<file path="src/hdl/tq_pkg.sv">
// Shared types and constants for the timer queue with wall clock.
package tq_pkg;

  // Command codes on the input channel.
  localparam logic CMD_TICK    = 1'b0;
  localparam logic CMD_ENQUEUE = 1'b1;

  // Wall clock limits and register reset value.
  localparam int unsigned SECS_PER_MIN  = 60;
  localparam int unsigned MINS_PER_HOUR = 60;
  localparam int unsigned HOURS_WRAP    = 100;
  localparam logic [7:0]  TPS_RESET     = 8'd8;

  // Result kinds.
  typedef enum logic [1:0] {
    KIND_TICK   = 2'd0,
    KIND_WAKE   = 2'd1,
    KIND_ACCEPT = 2'd2,
    KIND_FULL   = 2'd3
  } kind_t;

  // Sequencer states.
  typedef enum logic [1:0] {
    ST_IDLE,
    ST_SWEEP,
    ST_EMIT
  } state_t;

  // One table entry as stored in the memory.
  typedef struct packed {
    logic [15:0] remaining;
    logic [15:0] event_id;
  } entry_t;

  // Current wall clock reading.
  typedef struct packed {
    logic [6:0] hours;
    logic [5:0] minutes;
    logic [5:0] secs;
  } clk_time_t;

endpackage

</file>
<file path="src/hdl/timer_queue_countdown_clock_core.sv">
// Top level of the timer queue with countdown table and wall clock.
//
//  channel | signals                                      | direction
//  --------+----------------------------------------------+----------
//  input   | in_valid, in_ready, cmd, seconds, event_id   | in
//  output  | out_valid, out_ready, kind, wake_event,      | out
//          | hours, minutes, secs, last                   |
//  config  | cfg_we, cfg_wdata (ticks_per_second)         | in
//
// An enqueue or a tick that does not complete a second is taken in ST_IDLE;
// ST_EMIT then loads the result register. A tick that completes a second
// first sweeps the filled table entries in ST_SWEEP, one entry per cycle
// unless the output stalls, through the memory's read-modify-write sweep.
// Reset clears the prescaler, fill count, clock and output valid; the table
// needs no clearing. A stalled output holds the sweep on an expired entry.
module timer_queue_countdown_clock_core import tq_pkg::*; #(
  parameter int unsigned QUEUE_DEPTH = 16
) (
  input  logic        clk,
  input  logic        rst,
  input  logic        cfg_we,
  input  logic [7:0]  cfg_wdata,
  input  logic        in_valid,
  output logic        in_ready,
  input  logic        cmd,
  input  logic [15:0] seconds,
  input  logic [15:0] event_id,
  output logic        out_valid,
  input  logic        out_ready,
  output logic [1:0]  kind,
  output logic [15:0] wake_event,
  output logic [6:0]  hours,
  output logic [5:0]  minutes,
  output logic [5:0]  secs,
  output logic        last
);

  localparam int unsigned AW = (QUEUE_DEPTH > 1) ? $clog2(QUEUE_DEPTH) : 1;
  localparam int unsigned CW = $clog2(QUEUE_DEPTH + 1);

  logic          we;
  logic [AW-1:0] wr_addr;
  entry_t        wr_data;
  logic          rd_en;
  logic [AW-1:0] rd_addr;
  entry_t        rd_data;
  logic          step;
  clk_time_t     now;

  // Control and sweep.
  tq_seq #(
    .DEPTH (QUEUE_DEPTH),
    .AW    (AW),
    .CW    (CW)
  ) u_seq (
    .clk        (clk),
    .rst        (rst),
    .cfg_we     (cfg_we),
    .cfg_wdata  (cfg_wdata),
    .in_valid   (in_valid),
    .in_ready   (in_ready),
    .cmd        (cmd),
    .seconds    (seconds),
    .event_id   (event_id),
    .out_valid  (out_valid),
    .out_ready  (out_ready),
    .kind       (kind),
    .wake_event (wake_event),
    .hours      (hours),
    .minutes    (minutes),
    .secs       (secs),
    .last       (last),
    .we         (we),
    .wr_addr    (wr_addr),
    .wr_data    (wr_data),
    .rd_en      (rd_en),
    .rd_addr    (rd_addr),
    .rd_data    (rd_data),
    .step       (step),
    .now        (now)
  );

  // Timer table.
  tq_ram #(
    .DEPTH (QUEUE_DEPTH),
    .AW    (AW)
  ) u_ram (
    .clk     (clk),
    .we      (we),
    .wr_addr (wr_addr),
    .wr_data (wr_data),
    .rd_en   (rd_en),
    .rd_addr (rd_addr),
    .rd_data (rd_data)
  );

  // Wall clock.
  tq_clock u_clock (
    .clk  (clk),
    .rst  (rst),
    .step (step),
    .now  (now)
  );

endmodule

</file>
<file path="src/hdl/tq_ram.sv">
// Timer table memory: one write port, one read port, registered read data.
module tq_ram import tq_pkg::*; #(
  parameter int unsigned DEPTH = 16,
  parameter int unsigned AW    = 4
) (
  input  logic          clk,
  input  logic          we,
  input  logic [AW-1:0] wr_addr,
  input  entry_t        wr_data,
  input  logic          rd_en,
  input  logic [AW-1:0] rd_addr,
  output entry_t        rd_data
);

  entry_t mem [DEPTH];

  // Write port.
  always_ff @(posedge clk) begin
    if (we) begin
      mem[wr_addr] <= wr_data;
    end
  end

  // Read port; data holds until the next read.
  always_ff @(posedge clk) begin
    if (rd_en) begin
      rd_data <= mem[rd_addr];
    end
  end

endmodule

</file>
<file path="src/hdl/tq_clock.sv">
// Hours, minutes and seconds counter that advances one second per step.
module tq_clock import tq_pkg::*; (
  input  logic      clk,
  input  logic      rst,
  input  logic      step,
  output clk_time_t now
);

  clk_time_t now_next;

  // Carry chain from seconds into minutes into hours.
  always_comb begin
    now_next = now;
    if (step) begin
      if (now.secs == 6'(SECS_PER_MIN - 1)) begin
        now_next.secs = '0;
        if (now.minutes == 6'(MINS_PER_HOUR - 1)) begin
          now_next.minutes = '0;
          if (now.hours == 7'(HOURS_WRAP - 1)) begin
            now_next.hours = '0;
          end else begin
            now_next.hours = now.hours + 7'd1;
          end
        end else begin
          now_next.minutes = now.minutes + 6'd1;
        end
      end else begin
        now_next.secs = now.secs + 6'd1;
      end
    end
  end

  always_ff @(posedge clk) begin
    if (rst) begin
      now <= '0;
    end else begin
      now <= now_next;
    end
  end

endmodule

</file>
<file path="src/hdl/tq_seq.sv">
// Sequencer: prescaler, table fill count, countdown sweep and result register.
module tq_seq import tq_pkg::*; #(
  parameter int unsigned DEPTH = 16,
  parameter int unsigned AW    = 4,
  parameter int unsigned CW    = 5
) (
  input  logic          clk,
  input  logic          rst,
  // Configuration.
  input  logic          cfg_we,
  input  logic [7:0]    cfg_wdata,
  // Input channel.
  input  logic          in_valid,
  output logic          in_ready,
  input  logic          cmd,
  input  logic [15:0]   seconds,
  input  logic [15:0]   event_id,
  // Output channel.
  output logic          out_valid,
  input  logic          out_ready,
  output logic [1:0]    kind,
  output logic [15:0]   wake_event,
  output logic [6:0]    hours,
  output logic [5:0]    minutes,
  output logic [5:0]    secs,
  output logic          last,
  // Memory port.
  output logic          we,
  output logic [AW-1:0] wr_addr,
  output entry_t        wr_data,
  output logic          rd_en,
  output logic [AW-1:0] rd_addr,
  input  entry_t        rd_data,
  // Wall clock.
  output logic          step,
  input  clk_time_t     now
);

  state_t       state, state_next;
  logic [7:0]   tps;
  logic [7:0]   pre, pre_next;
  logic [CW-1:0] count, count_next;
  logic [CW-1:0] idx, idx_next;
  logic [CW-1:0] wr_ptr, wr_ptr_next;
  kind_t        final_kind, final_kind_next;

  logic [7:0]    pre_inc;
  logic [CW-1:0] idx_inc;
  logic          slot_free;
  logic          expired;
  logic          load_out;
  kind_t         load_kind;
  logic [15:0]   load_event;
  logic          load_last;

  assign pre_inc   = pre + 8'd1;
  assign idx_inc   = idx + CW'(1);
  assign slot_free = !out_valid || out_ready;
  assign expired   = rd_data.remaining <= 16'd1;
  assign in_ready  = (state == ST_IDLE);

  // Next state, memory accesses and result loading.
  always_comb begin
    state_next      = state;
    pre_next        = pre;
    count_next      = count;
    idx_next        = idx;
    wr_ptr_next     = wr_ptr;
    final_kind_next = final_kind;
    we              = 1'b0;
    wr_addr         = wr_ptr[AW-1:0];
    wr_data         = '{remaining: rd_data.remaining - 16'd1, event_id: rd_data.event_id};
    rd_en           = 1'b0;
    rd_addr         = idx_inc[AW-1:0];
    step            = 1'b0;
    load_out        = 1'b0;
    load_kind       = final_kind;
    load_event      = '0;
    load_last       = 1'b1;

    unique case (state)
      ST_IDLE: begin
        if (in_valid) begin
          if (cmd == CMD_ENQUEUE) begin
            state_next = ST_EMIT;
            if (count < CW'(DEPTH)) begin
              we              = 1'b1;
              wr_addr         = count[AW-1:0];
              wr_data         = '{remaining: seconds, event_id: event_id};
              count_next      = count + CW'(1);
              final_kind_next = KIND_ACCEPT;
            end else begin
              final_kind_next = KIND_FULL;
            end
          end else begin
            final_kind_next = KIND_TICK;
            if (pre_inc == tps) begin
              // One second elapsed: advance the clock, then sweep the table if it holds entries.
              pre_next = '0;
              step     = 1'b1;
              if (count == '0) begin
                state_next = ST_EMIT;
              end else begin
                idx_next    = '0;
                wr_ptr_next = '0;
                rd_en       = 1'b1;
                rd_addr     = '0;
                state_next  = ST_SWEEP;
              end
            end else begin
              pre_next   = pre_inc;
              state_next = ST_EMIT;
            end
          end
        end
      end

      ST_SWEEP: begin
        // Expired entries leave as wake beats; survivors close up at wr_ptr.
        if (!expired || slot_free) begin
          if (expired) begin
            load_out   = 1'b1;
            load_kind  = KIND_WAKE;
            load_event = rd_data.event_id;
            load_last  = 1'b0;
          end else begin
            we          = 1'b1;
            wr_ptr_next = wr_ptr + CW'(1);
          end
          if (idx_inc == count) begin
            count_next = expired ? wr_ptr : wr_ptr + CW'(1);
            state_next = ST_EMIT;
          end else begin
            idx_next = idx_inc;
            rd_en    = 1'b1;
          end
        end
      end

      ST_EMIT: begin
        if (slot_free) begin
          load_out   = 1'b1;
          state_next = ST_IDLE;
        end
      end

      default: begin
        state_next = ST_IDLE;
      end
    endcase
  end

  // Control registers.
  always_ff @(posedge clk) begin
    if (rst) begin
      state     <= ST_IDLE;
      tps       <= TPS_RESET;
      pre       <= '0;
      count     <= '0;
      out_valid <= 1'b0;
    end else begin
      state <= state_next;
      pre   <= pre_next;
      count <= count_next;
      if (cfg_we) begin
        tps <= cfg_wdata;
      end
      if (load_out) begin
        out_valid <= 1'b1;
      end else if (out_ready) begin
        out_valid <= 1'b0;
      end
    end
  end

  // Sweep pointers and result payload.
  always_ff @(posedge clk) begin
    idx        <= idx_next;
    wr_ptr     <= wr_ptr_next;
    final_kind <= final_kind_next;
    if (load_out) begin
      kind       <= load_kind;
      wake_event <= load_event;
      hours      <= now.hours;
      minutes    <= now.minutes;
      secs       <= now.secs;
      last       <= load_last;
    end
  end

endmodule
</file>
<file path="config.mk">
export PLATFORM = sky130hd
export DESIGN_NAME = timer_queue_countdown_clock_core
export DESIGN_NICKNAME = d
export VERILOG_FILES = /design/src/hdl/tq_pkg.sv /design/src/hdl/timer_queue_countdown_clock_core.sv /design/src/hdl/tq_ram.sv /design/src/hdl/tq_clock.sv /design/src/hdl/tq_seq.sv
export SDC_FILE = /design/constraint.sdc
export NUM_CORES = 1
export LEC_CHECK = 0
export ABC_AREA = 1
export BUFFER_PORTS_ARGS = -buffer_cell sky130_fd_sc_hd__buf_4
export CAP_MARGIN = 20
export CORE_MARGIN = 4
export CORE_UTILIZATION = 60
export CTS_CLUSTER_DIAMETER = 80
export DETAILED_ROUTE_END_ITERATION = 10
export PLACE_DENSITY = 0.86
export SYNTH_ARGS = -nofsm -noshare
export SYNTH_HDL_FRONTEND = slang
export SYNTH_SLANG_ARGS = --single-unit
</file>
<file path="constraint.sdc">
create_clock -name clk -period 6.88 [get_ports clk]
set_input_delay 0.688 -clock clk [delete_from_list [all_inputs] [get_ports clk]]
set_output_delay 0.688 -clock clk [all_outputs]
set_load 0.01 [all_outputs]
</file>
==> qor.csv <==
stage,metric,value,unit
cts,clock-pin slew on the worst setup and hold paths,0.06,ns
setup_path,last element of the critical path,u_ram.mem[9][6],
setup_path,cell repeated most along the worst path,inv_1,
placement,final estimated routing congestion in global placement,0.8584,
yosys,number of enable-type register cells in the synthesized netlist,594,
sta,maximum clock frequency,0.2095,GHz
floorplan,Row Count,79,
layout,number of antenna diodes,0,
layout,"Net count, final",2743,
status,run status,"finished, final reports clean",
yosys,share of flip-flops with an asynchronous set or reset,0,%
layout,area growth from synthesis to layout,11.78,%
setup_path,reg2reg start,u_seq.state[0],
sta,fin worst setup slack,2.107,ns
yosys,share of synthesized area occupied by flip-flops and latches,66.25,%
floorplan,total die area,50580,sq um
route,Post-route DRC,0,
setup_path,"Max stage delay cell, worst path",clkinv_1,
cts,post-cts gate resize count,0,
sta,tightest slew margin relative to the limit,25.71,%
placement,worst slack after detailed placement,2.248,ns
route,total wire length after detailed routing,71420,microns
sta,unrepaired setup endpoints after global routing,no,
setup_path,startpoint class of the critical path,flip-flop,
floorplan,initial core utilization,60.63,%
floorplan,IO Count,86,
power_and_ir_drop,power density over the cells,266.1,nW/um^2
setup_path,"critical path fanouts, max",49,
floorplan,floorplan die width,224.9,microns
layout,fraction of layout instances using a drive strength above 1,12.77,%
global_route,GRT Overall Usage,27.69,%
placement,number of buffers added on ports,85,
yosys,number of register bits inferred by synthesis,637,
setup_path,Reg-to-Reg End,u_ram.mem[9][6],
layout,total area of multi-input combinational cells,7468,sq um
cts,number of buffers inserted for hold repair after clock tree synthesis,0,
sta,final hold violation count,0,
cts,number of buffers on the longest clock path,3,
layout,Filler cells,3080,
floorplan,die height,224.9,microns
cts,Post-CTS Setup Inserts,0,
cts,CTS HTree Levels,2,
layout,most common library cell in the layout ignoring fill and taps,edfxtp_1,
cts,number of clock buffers inserted by TritonCTS,61,
sta,Final Max Tran Viols,0,
placement,post-DP HPWL,37630,microns
setup_path,worst setup path startpoint,u_seq.state[0],
yosys,count of synthesis-stage warnings from yosys,0,
yosys,number of nets produced by synthesis,2677,
sta,Tmin final,4.773,ns
global_route,global-route wire length before repair,109200,microns
sta,final setup skew,0.02075,ns
setup_path,cells along the critical path,inv_1 -> ha_1 -> nand2_1 -> nor3_2 -> buf_4 -> clkinv_1 -> o21ai_0 -> inv_1 -> nor3_1 -> nand2_1 -> inv_1 -> buf_4,
setup_path,r2r setup slk,2.11,ns
setup_path,worst path arrival time,5.03,ns
power_and_ir_drop,static leakage,12.30,nW
cts,clock sinks,637,
route,Final ANT Viol Nets,0,
layout,"top library cells by usage in the layout, fill and taps aside","594 x edfxtp_1, 547 x nand3_1, 366 x inv_1",
cts,clock network latency to the later pin of the worst-skew pair,0.64,ns
run,count of maximum capacitance violations,0,
yosys,syn_area_per_cell,10.78,sq um
route,Pre-antenna DRT Iters,7,
setup_path,delay of the slowest cell on the worst path,0.76,ns
global_route,global route overflow,0,
hold_path,worst min-delay path class,in2reg,
setup_path,critical path data required time,7.14,ns
setup_path,kind of capture point of the worst setup path,flip-flop,
setup_path,CP Class,reg2reg,
layout,total area of sequential cells,18700,sq um
route,via density per instance,6.117,
yosys,number of distinct standard cells referenced by the synthesized netlist,38,
route,detailed-route wire length per cell,21.38,microns
sta,"Period Utilization, post-route",69.37,%
sta,Setup Total Neg Slack,0,ns
yosys,gate count after technology mapping,2618,
cts,clock tree from TritonCTS,yes,
route,overall via count from detail_route,20440,
setup_path,cell count of the worst reg-to-reg path,12,
sta,hold slack,0.2641,ns
yosys,"Primary FF master, synth",edfxtp_1,
floorplan,Core Area,46560,sq um
global_route,via count of the first global-routing pass,20100,
sta,setup violation total in the final timing report,0,
power_and_ir_drop,largest voltage drop on the vdd net,0.0002203,V
route,number of DRC markers in iteration 0,2965,
cts,clock root buffer,clkbuf_16,
yosys,Post-Syn Area,28220,sq um
global_route,pin count of the biggest net entering global routing,125,
sta,actual slew at the worst max-slew pin,1.114,ns
global_route,antenna violations before repair,0,
[registers in the layout, summed over array words and instances (netlist names), 6 cells and up]
name and flops:
u_ram.mem 512, u_seq.wake_event 16, u_ram.rd_data 32, u_seq.hours 7, u_seq.tps 8, u_seq.minutes 6, u_seq.pre 8, u_clock.now 19
u_seq.secs 6
[final cells by class]
cell class                      count  area share (%)
Clock inverter                     37           1.329
Sequential cell                   637           59.27
Multi-Input combinational cell   1454           23.67
Clock buffer                       76           5.084
Tap cell                          607           2.407
Timing Repair Buffer              146           3.641
Inverter                          384           4.600
[Yosys cell counts, types with 3 or more instances]
| cell type | n | area (sq um) |
|---|---|---|
| inv_2 | 3 | 11.26 |
| nor4_1 | 4 | 25.02 |
| ha_1 | 13 | 162.7 |
| xor2_1 | 13 | 113.9 |
| clkinv_1 | 4 | 15.01 |
| a21oi_1 | 43 | 215.2 |
| xnor2_1 | 8 | 70.07 |
| o22ai_1 | 3 | 18.77 |
| edfxtp_1 | 594 | 17840 |
| buf_1 | 24 | 90.09 |
| buf_4 | 21 | 157.7 |
| o2111ai_1 | 32 | 280.3 |
| nand3b_1 | 97 | 728.2 |
| nand2_1 | 341 | 1280 |
| buf_2 | 43 | 215.2 |
| nor2_1 | 151 | 566.8 |
| clkbuf_1 | 55 | 206.5 |
| nand3_1 | 547 | 2738 |
| nand4_1 | 7 | 43.79 |
| a31oi_1 | 4 | 25.02 |
| o21ai_0 | 61 | 305.3 |
| inv_1 | 377 | 1415 |
| or2_2 | 98 | 613.1 |
| nor3_1 | 14 | 70.07 |
| dfxtp_1 | 43 | 860.8 |
[worst max-delay path: cells and delay by family, from the launching register on]
kind                       cells  cell delay, ns
DFF                            1            0.33
adders and majority gates      1            0.27
buffers and inverters          6            2.32
AOI/OAI and AO/OA              1            0.57
and+or+nand+nor                4            0.86
[logic make-up (layout without fill, tap and decap cells)]
| kind of cell | count (synthesis) | in the layout | share of synthesized area (%) |
|---|---|---|---|
| compound gates | 149 | 149 | 3.156 |
| xor+xnor | 21 | 21 | 0.6517 |
| fa+ha+maj | 13 | 13 | 0.5763 |
| buf+inv | 527 | 643 | 7.479 |
| flops | 637 | 637 | 66.25 |
| simple gates | 1271 | 1271 | 21.89 |
[worst min-delay path by stage]
stage | from | endpoint | cells after the start
floorplan | u_clock.now[11] | u_seq.minutes[5] | 0
global placement | u_clock.now[11] | u_seq.minutes[5] | 0
detailed placement | u_clock.now[11] | u_seq.minutes[5] | 0
CTS | cmd | u_seq.final_kind[1] | 1
global route | cmd | u_seq.final_kind[1] | 1
finish | cfg_wdata[3] | u_seq.tps[3] | 3
[power by group]
group,switching (mW),internal (mW)
registers,0.0192,4.30
clock network,1.45,1.95
logic,0.468,0.202
total,1.94,6.46
[layer usage]
| metal | routed length [microns] | share of wire, % | track usage [%] |
|---|---|---|---|
| met5 | 0 | 0 | 0 |
| met2 | 34960 | 49 | 46.41 |
| met4 | 2978 | 4.2 | 11.72 |
| met3 | 8519 | 12 | 5.627 |
| met1 | 24960 | 35 | 35.56 |
[stage by stage]
stage          instance area (sq um)  cells  total power [mW]  utilization (%)
6_report                       31550   3341             8.395            67.77
5_1_grt                        31550   3341             8.644            67.77
4_1_cts                        31450   3335             8.380            67.56
3_5_place_dp                   29430   3222             5.037            63.21
3_3_place_gp                   29410   3220             5.007            63.18
2_1_floorplan                  28220   2618             4.822                -
Note: power is estimated with default switching activity, not from simulation.
